$ cat src/hw/rtl/tmc_pkg.sv
// Shared types and constants for the trimmed-mean consensus update block.
// Used by tmc_store, tmc_div and trimmed_mean_consensus_update_top.
package tmc_pkg;

  localparam int DATA_W     = 32;
  localparam int CNT_W      = 5;
  localparam int CFG_IDX_W  = 3;
  localparam int CFG_DATA_W = 32;

  localparam logic [CNT_W-1:0] NCOUNT_RST = 5'd7;

  typedef logic [2:0][DATA_W-1:0] vec3_t;

  typedef enum logic [CFG_IDX_W-1:0] {
    CFG_NCOUNT = 3'd0,
    CFG_TRIM   = 3'd1,
    CFG_INIT_X = 3'd2,
    CFG_INIT_Y = 3'd3,
    CFG_INIT_Z = 3'd4
  } cfg_reg_t;

  typedef enum logic [3:0] {
    S_IDLE,
    S_COUNT,
    S_CNT_TAIL,
    S_PIVOT,
    S_PIVOT_W,
    S_SCAN,
    S_SCAN_TAIL,
    S_ACC,
    S_DIV_GO,
    S_DIV_WAIT
  } state_t;

endpackage

$ cat src/hw/rtl/tmc_store.sv
// Neighbor position store: one synchronous memory of x/y/z words.
// One write port, one read port with registered data. Depends on tmc_pkg.
module tmc_store #(
  parameter int DEPTH = 16,
  parameter int AW    = 4
) (
  input  logic            clk,
  input  logic            wr_en,
  input  logic [AW-1:0]   wr_addr,
  input  tmc_pkg::vec3_t  wr_data,
  input  logic            rd_en,
  input  logic [AW-1:0]   rd_addr,
  output tmc_pkg::vec3_t  rd_data
);
  import tmc_pkg::*;

  vec3_t mem [DEPTH];

  always_ff @(posedge clk) begin
    if (wr_en) begin
      mem[wr_addr] <= wr_data;
    end
  end

  always_ff @(posedge clk) begin
    if (rd_en) begin
      rd_data <= mem[rd_addr];
    end
  end

endmodule

$ cat src/hw/rtl/tmc_div.sv
// Serial signed divider, one quotient bit per cycle, truncates toward zero.
// Divides a wide signed sum by a small unsigned count. Depends on tmc_pkg.
module tmc_div #(
  parameter int DW = 38,
  parameter int VW = 5
) (
  input  logic                      clk,
  input  logic                      rst_n,
  input  logic                      start,
  input  logic signed [DW-1:0]      dividend,
  input  logic [VW-1:0]             divisor,
  output logic                      done,
  output logic [tmc_pkg::DATA_W-1:0] quot
);
  import tmc_pkg::*;

  localparam int CW = $clog2(DW + 1);

  logic          busy_r;
  logic          done_r;
  logic [CW-1:0] cnt_r;
  logic [DW-1:0] q_r;
  logic [VW-1:0] rem_r;
  logic          neg_r;
  logic [VW:0]   rem_sh;
  logic [VW:0]   rem_sub;
  logic          ge;

  assign rem_sh  = {rem_r, q_r[DW-1]};
  assign ge      = rem_sh >= {1'b0, divisor};
  assign rem_sub = rem_sh - {1'b0, divisor};

  always_ff @(posedge clk) begin
    if (!rst_n) begin
      busy_r <= 1'b0;
      done_r <= 1'b0;
      cnt_r  <= '0;
    end else begin
      done_r <= 1'b0;
      if (start) begin
        busy_r <= 1'b1;
        cnt_r  <= CW'(DW);
      end else if (busy_r) begin
        cnt_r <= cnt_r - 1'b1;
        if (cnt_r == CW'(1)) begin
          busy_r <= 1'b0;
          done_r <= 1'b1;
        end
      end
    end
  end

  always_ff @(posedge clk) begin
    if (start) begin
      neg_r <= dividend[DW-1];
      q_r   <= dividend[DW-1] ? DW'(-dividend) : DW'(dividend);
      rem_r <= '0;
    end else if (busy_r) begin
      rem_r <= ge ? rem_sub[VW-1:0] : rem_sh[VW-1:0];
      q_r   <= {q_r[DW-2:0], ge};
    end
  end

  assign done = done_r;
  assign quot = neg_r ? (DATA_W'(0) - q_r[DATA_W-1:0]) : q_r[DATA_W-1:0];

endmodule

$ cat src/hw/rtl/trimmed_mean_consensus_update_top.sv
// Trimmed-mean consensus update: neighbor positions enter one per start pulse
// and are written to the store, with busy staying low. The pulse that completes
// a round raises busy for the reduction: a count pass, then a pass ranking every
// stored value against all others through the single store read port, then the
// serial dividers. out_valid pulses for one cycle with the new position; the
// receiver cannot stall, so take it then.
module trimmed_mean_consensus_update_top #(
  parameter int MAX_NEIGHBORS = 16
) (
  input  logic                            clk,
  input  logic                            rst_n,
  input  logic                            start,
  output logic                            busy,
  input  logic signed [tmc_pkg::DATA_W-1:0] in_nbr_x,
  input  logic signed [tmc_pkg::DATA_W-1:0] in_nbr_y,
  input  logic signed [tmc_pkg::DATA_W-1:0] in_nbr_z,
  output logic                            out_valid,
  output logic signed [tmc_pkg::DATA_W-1:0] out_new_x,
  output logic signed [tmc_pkg::DATA_W-1:0] out_new_y,
  output logic signed [tmc_pkg::DATA_W-1:0] out_new_z,
  output logic [tmc_pkg::CNT_W-1:0]         out_kept_x_count,
  input  logic                            cfg_we,
  input  logic [tmc_pkg::CFG_IDX_W-1:0]     cfg_index,
  input  logic [tmc_pkg::CFG_DATA_W-1:0]    cfg_wdata
);
  import tmc_pkg::*;

  localparam int IW = (MAX_NEIGHBORS > 1) ? $clog2(MAX_NEIGHBORS) : 1;
  localparam int CW = $clog2(MAX_NEIGHBORS + 1);
  localparam int VW = $clog2(MAX_NEIGHBORS + 2);
  localparam int KW = (VW > CNT_W) ? VW : CNT_W;
  localparam int SW = DATA_W + 1 + $clog2(MAX_NEIGHBORS + 1);

  state_t state_r, state_nxt;

  logic [CNT_W-1:0] ncount_r;
  logic [CNT_W-1:0] trim_r;
  vec3_t            own_r;
  logic [IW-1:0]    rc_r;
  logic [CW-1:0]    n_r;
  logic [IW-1:0]    a_r;
  logic [IW-1:0]    i_r;
  vec3_t            piv_r;
  logic [CW-1:0]    hi_r   [3];
  logic [CW-1:0]    lo_r   [3];
  logic [CW-1:0]    rank_r [3];
  logic signed [SW-1:0] sum_r [3];
  logic             rd_vld_r;
  logic [IW-1:0]    rd_addr_r;
  logic             out_valid_r;
  vec3_t            out_r;
  logic [CNT_W-1:0] out_kept_r;

  logic             accept;
  logic             round_end;
  logic [KW-1:0]    nc_k;
  logic [CW-1:0]    n_eff;
  logic [CW-1:0]    rc_p1;
  logic [IW-1:0]    nm1;
  logic             rd_en;
  logic [IW-1:0]    rd_addr;
  vec3_t            rd_data;
  vec3_t            wr_data;
  logic [KW-1:0]    drop_hi [3];
  logic [KW-1:0]    drop_lo [3];
  logic [KW-1:0]    kcnt    [3];
  logic             keep    [3];
  logic             div_done [3];
  logic [DATA_W-1:0] div_q  [3];

  assign accept    = start && !busy;
  assign busy      = (state_r != S_IDLE);
  assign wr_data   = {in_nbr_z, in_nbr_y, in_nbr_x};

  // Saturate round size to 1..MAX_NEIGHBORS
  always_comb begin
    nc_k = KW'(ncount_r);
    if (nc_k == '0) begin
      n_eff = CW'(1);
    end else if (nc_k > KW'(MAX_NEIGHBORS)) begin
      n_eff = CW'(MAX_NEIGHBORS);
    end else begin
      n_eff = nc_k[CW-1:0];
    end
  end

  assign rc_p1     = CW'(rc_r) + CW'(1);
  assign round_end = rc_p1 >= n_eff;
  assign nm1       = IW'(n_r - CW'(1));

  always_comb begin
    for (int k = 0; k < 3; k++) begin
      drop_hi[k] = (KW'(hi_r[k]) > KW'(trim_r)) ? KW'(trim_r) : KW'(hi_r[k]);
      drop_lo[k] = (KW'(lo_r[k]) > KW'(trim_r)) ? KW'(trim_r) : KW'(lo_r[k]);
      kcnt[k]    = KW'(n_r) - drop_hi[k] - drop_lo[k] + KW'(1);
      // Rank within the stable sorted order decides whether the pivot survives
      keep[k]    = (KW'(rank_r[k]) >= drop_lo[k]) &&
                   (KW'(rank_r[k]) < (KW'(n_r) - drop_hi[k]));
    end
  end

  always_comb begin
    state_nxt = state_r;
    unique case (state_r)
      S_IDLE:      if (accept && round_end) state_nxt = S_COUNT;
      S_COUNT:     if (a_r == nm1) state_nxt = S_CNT_TAIL;
      S_CNT_TAIL:  state_nxt = S_PIVOT;
      S_PIVOT:     state_nxt = S_PIVOT_W;
      S_PIVOT_W:   state_nxt = S_SCAN;
      S_SCAN:      if (a_r == nm1) state_nxt = S_SCAN_TAIL;
      S_SCAN_TAIL: state_nxt = S_ACC;
      S_ACC:       state_nxt = (i_r == nm1) ? S_DIV_GO : S_PIVOT;
      S_DIV_GO:    state_nxt = S_DIV_WAIT;
      S_DIV_WAIT:  if (div_done[0]) state_nxt = S_IDLE;
      default:     state_nxt = S_IDLE;
    endcase
  end

  always_ff @(posedge clk) begin
    if (!rst_n) begin
      state_r <= S_IDLE;
    end else begin
      state_r <= state_nxt;
    end
  end

  assign rd_en   = (state_r == S_COUNT) || (state_r == S_PIVOT) || (state_r == S_SCAN);
  assign rd_addr = (state_r == S_PIVOT) ? i_r : a_r;

  tmc_store #(
    .DEPTH (MAX_NEIGHBORS),
    .AW    (IW)
  ) u_store (
    .clk     (clk),
    .wr_en   (accept),
    .wr_addr (rc_r),
    .wr_data (wr_data),
    .rd_en   (rd_en),
    .rd_addr (rd_addr),
    .rd_data (rd_data)
  );

  for (genvar g = 0; g < 3; g++) begin : g_div
    tmc_div #(
      .DW (SW),
      .VW (VW)
    ) u_div (
      .clk      (clk),
      .rst_n    (rst_n),
      .start    (state_r == S_DIV_GO),
      .dividend (sum_r[g]),
      .divisor  (kcnt[g][VW-1:0]),
      .done     (div_done[g]),
      .quot     (div_q[g])
    );
  end

  // Control registers
  always_ff @(posedge clk) begin
    if (!rst_n) begin
      ncount_r    <= NCOUNT_RST;
      trim_r      <= '0;
      own_r       <= '0;
      rc_r        <= '0;
      a_r         <= '0;
      i_r         <= '0;
      rd_vld_r    <= 1'b0;
      out_valid_r <= 1'b0;
    end else begin
      rd_vld_r    <= rd_en;
      out_valid_r <= 1'b0;

      if (cfg_we) begin
        unique case (cfg_index)
          CFG_NCOUNT: ncount_r <= cfg_wdata[CNT_W-1:0];
          CFG_TRIM:   trim_r   <= cfg_wdata[CNT_W-1:0];
          CFG_INIT_X: own_r[0] <= cfg_wdata;
          CFG_INIT_Y: own_r[1] <= cfg_wdata;
          CFG_INIT_Z: own_r[2] <= cfg_wdata;
          default: ;
        endcase
      end

      if (accept) begin
        rc_r <= round_end ? '0 : IW'(rc_p1);
      end

      if (state_r == S_COUNT || state_r == S_SCAN) begin
        a_r <= (a_r == nm1) ? '0 : a_r + 1'b1;
      end else begin
        a_r <= '0;
      end

      if (state_r == S_IDLE) begin
        i_r <= '0;
      end else if (state_r == S_ACC) begin
        i_r <= (i_r == nm1) ? '0 : i_r + 1'b1;
      end

      if (state_r == S_DIV_WAIT && div_done[0]) begin
        own_r       <= {div_q[2], div_q[1], div_q[0]};
        out_valid_r <= 1'b1;
      end
    end
  end

  // Datapath registers
  always_ff @(posedge clk) begin
    rd_addr_r <= rd_addr;
    if (accept && round_end) begin
      n_r <= n_eff;
      for (int k = 0; k < 3; k++) begin
        hi_r[k]  <= '0;
        lo_r[k]  <= '0;
        sum_r[k] <= SW'($signed(own_r[k]));
      end
    end
    if (rd_vld_r && (state_r == S_COUNT || state_r == S_CNT_TAIL)) begin
      for (int k = 0; k < 3; k++) begin
        if ($signed(rd_data[k]) > $signed(own_r[k])) hi_r[k] <= hi_r[k] + 1'b1;
        if ($signed(rd_data[k]) < $signed(own_r[k])) lo_r[k] <= lo_r[k] + 1'b1;
      end
    end
    if (state_r == S_PIVOT_W) begin
      piv_r <= rd_data;
      for (int k = 0; k < 3; k++) begin
        rank_r[k] <= '0;
      end
    end
    if (rd_vld_r && (state_r == S_SCAN || state_r == S_SCAN_TAIL)) begin
      for (int k = 0; k < 3; k++) begin
        if (($signed(rd_data[k]) < $signed(piv_r[k])) ||
            ((rd_data[k] == piv_r[k]) && (rd_addr_r < i_r))) begin
          rank_r[k] <= rank_r[k] + 1'b1;
        end
      end
    end
    if (state_r == S_ACC) begin
      for (int k = 0; k < 3; k++) begin
        if (keep[k]) sum_r[k] <= sum_r[k] + SW'($signed(piv_r[k]));
      end
    end
    if (state_r == S_DIV_WAIT && div_done[0]) begin
      out_r      <= {div_q[2], div_q[1], div_q[0]};
      out_kept_r <= CNT_W'(kcnt[0]);
    end
  end

  assign out_valid        = out_valid_r;
  assign out_new_x        = out_r[0];
  assign out_new_y        = out_r[1];
  assign out_new_z        = out_r[2];
  assign out_kept_x_count = out_kept_r;

endmodule

$ cat config.mk
export PLATFORM = sky130hd
export DESIGN_NAME = trimmed_mean_consensus_update_top
export DESIGN_NICKNAME = d
export VERILOG_FILES = /design/src/hw/rtl/tmc_pkg.sv /design/src/hw/rtl/tmc_store.sv /design/src/hw/rtl/tmc_div.sv /design/src/hw/rtl/trimmed_mean_consensus_update_top.sv
export SDC_FILE = /design/constraint.sdc
export NUM_CORES = 2
export LEC_CHECK = 0
export ABC_CLOCK_PERIOD_IN_PS = 11700
export BUFFER_PORTS_ARGS = -buffer_cell sky130_fd_sc_hd__buf_2
export CAP_MARGIN = 20
export CORE_ASPECT_RATIO = 0.7
export CORE_MARGIN = 1.5
export CORE_UTILIZATION = 48
export DETAILED_ROUTE_END_ITERATION = 12
export PLACE_DENSITY = 0.74
export SLEW_MARGIN = 30
export SYNTH_ARGS = -nofsm -noshare
export SYNTH_HDL_FRONTEND = slang
export SYNTH_HIERARCHICAL = 1
export SYNTH_SLANG_ARGS = --single-unit
$ cat constraint.sdc
create_clock -name clk -period 11.7 [get_ports clk]
set_input_delay 2.34 -clock clk [delete_from_list [all_inputs] [get_ports clk]]
set_output_delay 2.34 -clock clk [all_outputs]
set_load 0.03 [all_outputs]
==> summary.md <==
| Metric | Value |
|---|---|
| Outcome | complete, no violations |
| Post-placement cell count | 9948 |
| Place WS | 4.52 ns |
| Clock transition at path regs | 0.07 ns |
| Cell Area, Synth | 0.105 mm^2 |
| RSZ-0062 raised after global routing | no |
| H-tree levels | 4 |
| Crit share post-route | 63.3% |
| CP max-delay cell | a211o_2 |
| TritonCTS clock tree | built |
| Drt drc | 0 |
| Layout Skew | 0.0833 ns |
| Pwr dens | 147 mW/mm^2 |
| Clk sinks | 2275 |
| Initial core utilization | 48.3% |
| Startpoint types | flop |
| All-layer global routing usage | 25.6% |
| Total core area | 0.217 mm^2 |
| Syn Nets | 7640 |
| CP endpoint kind | flop |
| Postcts setup bufs | 0 |
| Largest net degree at the start of global routing | 193 |
| Final wirelength | 288000 um |
| First-pass GRT wire length | 419000 um |
| Total die area | 0.221 mm^2 |
| Layout cells sized above 1 | 15.4% |
| Synthesized area per cell | 14.8 um^2 |
| Crit path largest cell delay | 0.77 ns |
| Initial antenna violation count | 55 |
| Ports | 238 |
| Least-Margin Pin Slew | 1.04 ns |
| Die height | 394 um |
| CP arrival | 7.98 ns |
| Initial DRC count | 8541 |
| # hold bufs at CTS | 0 |
| Setup TNS | 0 ns |
| Num rows | 143 |
| Via count | 65.0k |
| Finished Layout Cells | 10.4k |
| Via density per instance | 6.27 |
| Final nets | 7854 |
| Relative slew slack | 29.8% |
| Drt first pass iters | 9 |
| HP Class | flop to flop |
| Clock buffer count from CTS | 213 |
| Clk root buf | clkbuf_16 |
| Post-cts sizing count | 0 |
| Final Hold Fails | 0 |
| Leakage | 40.7 nW |
| Critical Path Fanout Max | 48 |
| Tmin final | 7.41 ns |
| Max Slew Vio Count | 0 |
| Clk buf depth | 3 |
| Vias in the first global route | 61.9k |
| Routability cong. | 0.944 |
| Synth warn | 6 |
| Max rail drop VDD | 0.000131 V |
| Count of final setup violators | 0 |
| IO Port Bufs | 237 |
| Post-DR wirelength/cell | 27.8 um |
| Worst setup margin | 4.29 ns |
| Synth Instances | 7052 |
| Post-DP HPWL | 184000 um |
| Clock latency on the worst-skew pair | 0.88 ns |
| Crit Path Class | flop to flop |
| Max_cap viols | 0 |
| Fin Hold WS | 0.449 ns |
| Grt ovf | 0 |
| Max Clk Rate | 135 MHz |
| Worst EP required | 12.27 ns |
| Final ANT Viol Nets | 0 |
| Area Overhead vs Synth | 11.1% |
| Die X | 561 um |
==> sequential cells by signal, summed over array words and instances, names as in the netlist, 4 cells and up <==
name,cells
lo_r,15
out_kept_x_count,5
u_store/rd_data,96
nc_k,5
rc_r,4
g_div.u_div/cnt_r,18
g_div.u_div/rem_r,15
out_new_y,32
u_store/mem,1536
trim_r,5
rank_r,15
out_new_z,32
hi_r,15
own_r,96
a_r,4
out_new_x,32
i_r,4
piv_r,96
state_r,4
sum_r,114
g_div.u_div/q_r,114
n_r,5
rd_addr_r,4
==> through the flow <==
| stage | power (mW) | instance area (um^2) | util (%) |
|---|---|---|---|
| floorplan | 9.83 | 105000 | - |
| global placement | 10.1 | 109000 | 50.2 |
| detailed placement | 10.2 | 109000 | 50.3 |
| CTS | 17.2 | 116000 | 53.6 |
| global route | 17.6 | 116000 | 53.6 |
| finish | 17.1 | 116000 | 53.6 |
==> layout by cell type (no fill, tap or decap), types with 43 or more instances in the layout <==
master,instances
nand2_1,455
clkinv_1,49
mux4_2,384
clkbuf_16,217
a21oi_1,343
mux2i_1,76
o211a_1,98
xnor2_1,200
nand3_1,101
a22oi_1,195
nor2_1,306
inv_1,342
buf_4,60
edfxtp_1,2110
ha_1,441
nor2b_1,49
o31ai_1,77
o21ai_0,188
a31oi_1,43
a21o_1,178
nor3_1,71
clkinv_2,43
buf_2,236
o211ai_1,76
nand4_1,76
xor2_1,139
dfxtp_1,165
==> cell type report <==
class                           instances  area [um^2]
Timing Repair Buffer                  318         1990
Inverter                              344         1300
Antenna cell                           10         25.0
Clock inverter                        149         1600
Fill cell                           17001       101000
Clock buffer                          251         5570
Sequential cell                      2275        66700
Tap cell                             2900         3630
Multi-Input combinational cell       4114        35500
==> critical path: cells and delay by family (launching register included) <==
family	cells	cell delay, ns
AO/OA/AOI/OAI	10	2.65
adder cells (fa/ha/maj)	4	1.29
AND/OR/NAND/NOR	7	1.20
buffers and inverters	3	1.00
flip-flops	1	0.56
XOR/XNOR	2	0.39
==> per-layer routing <==
layer	global-route usage [%]	routed length (um)	vias up
met5	0	433	-
met4	6.31	7100	62
met3	6.28	35200	469
met2	37.2	124000	3653
met1	38.6	121000	32747
li1	-	-	28070
==> where the power goes <==
part,total (mW),switching (mW),internal (mW)
Combinational,0.931,0.583,0.348
Sequential,9.09,0.0809,9.01
Clock,7.10,3.15,3.96
Total,17.1,3.81,13.3
==> path summary, 6_finish.rpt <==
path	from	endpoint	slack [ns]	cells after the start
hold / removal	u_store/rd_data[64]$_DFFE_PP_	piv_r[64]$_DFFE_PP_	0.45	0
setup / recovery	trim_r[1]$_SDFFE_PN0P_	sum_r[0][37]$_DFFE_PP_	4.29	26
setup reg to reg	trim_r[1]$_SDFFE_PN0P_	sum_r[0][37]$_DFFE_PP_	4.29	26
hold reg to reg	u_store/rd_data[64]$_DFFE_PP_	piv_r[64]$_DFFE_PP_	0.45	0
Note: power is estimated with default switching activity, not from simulation.
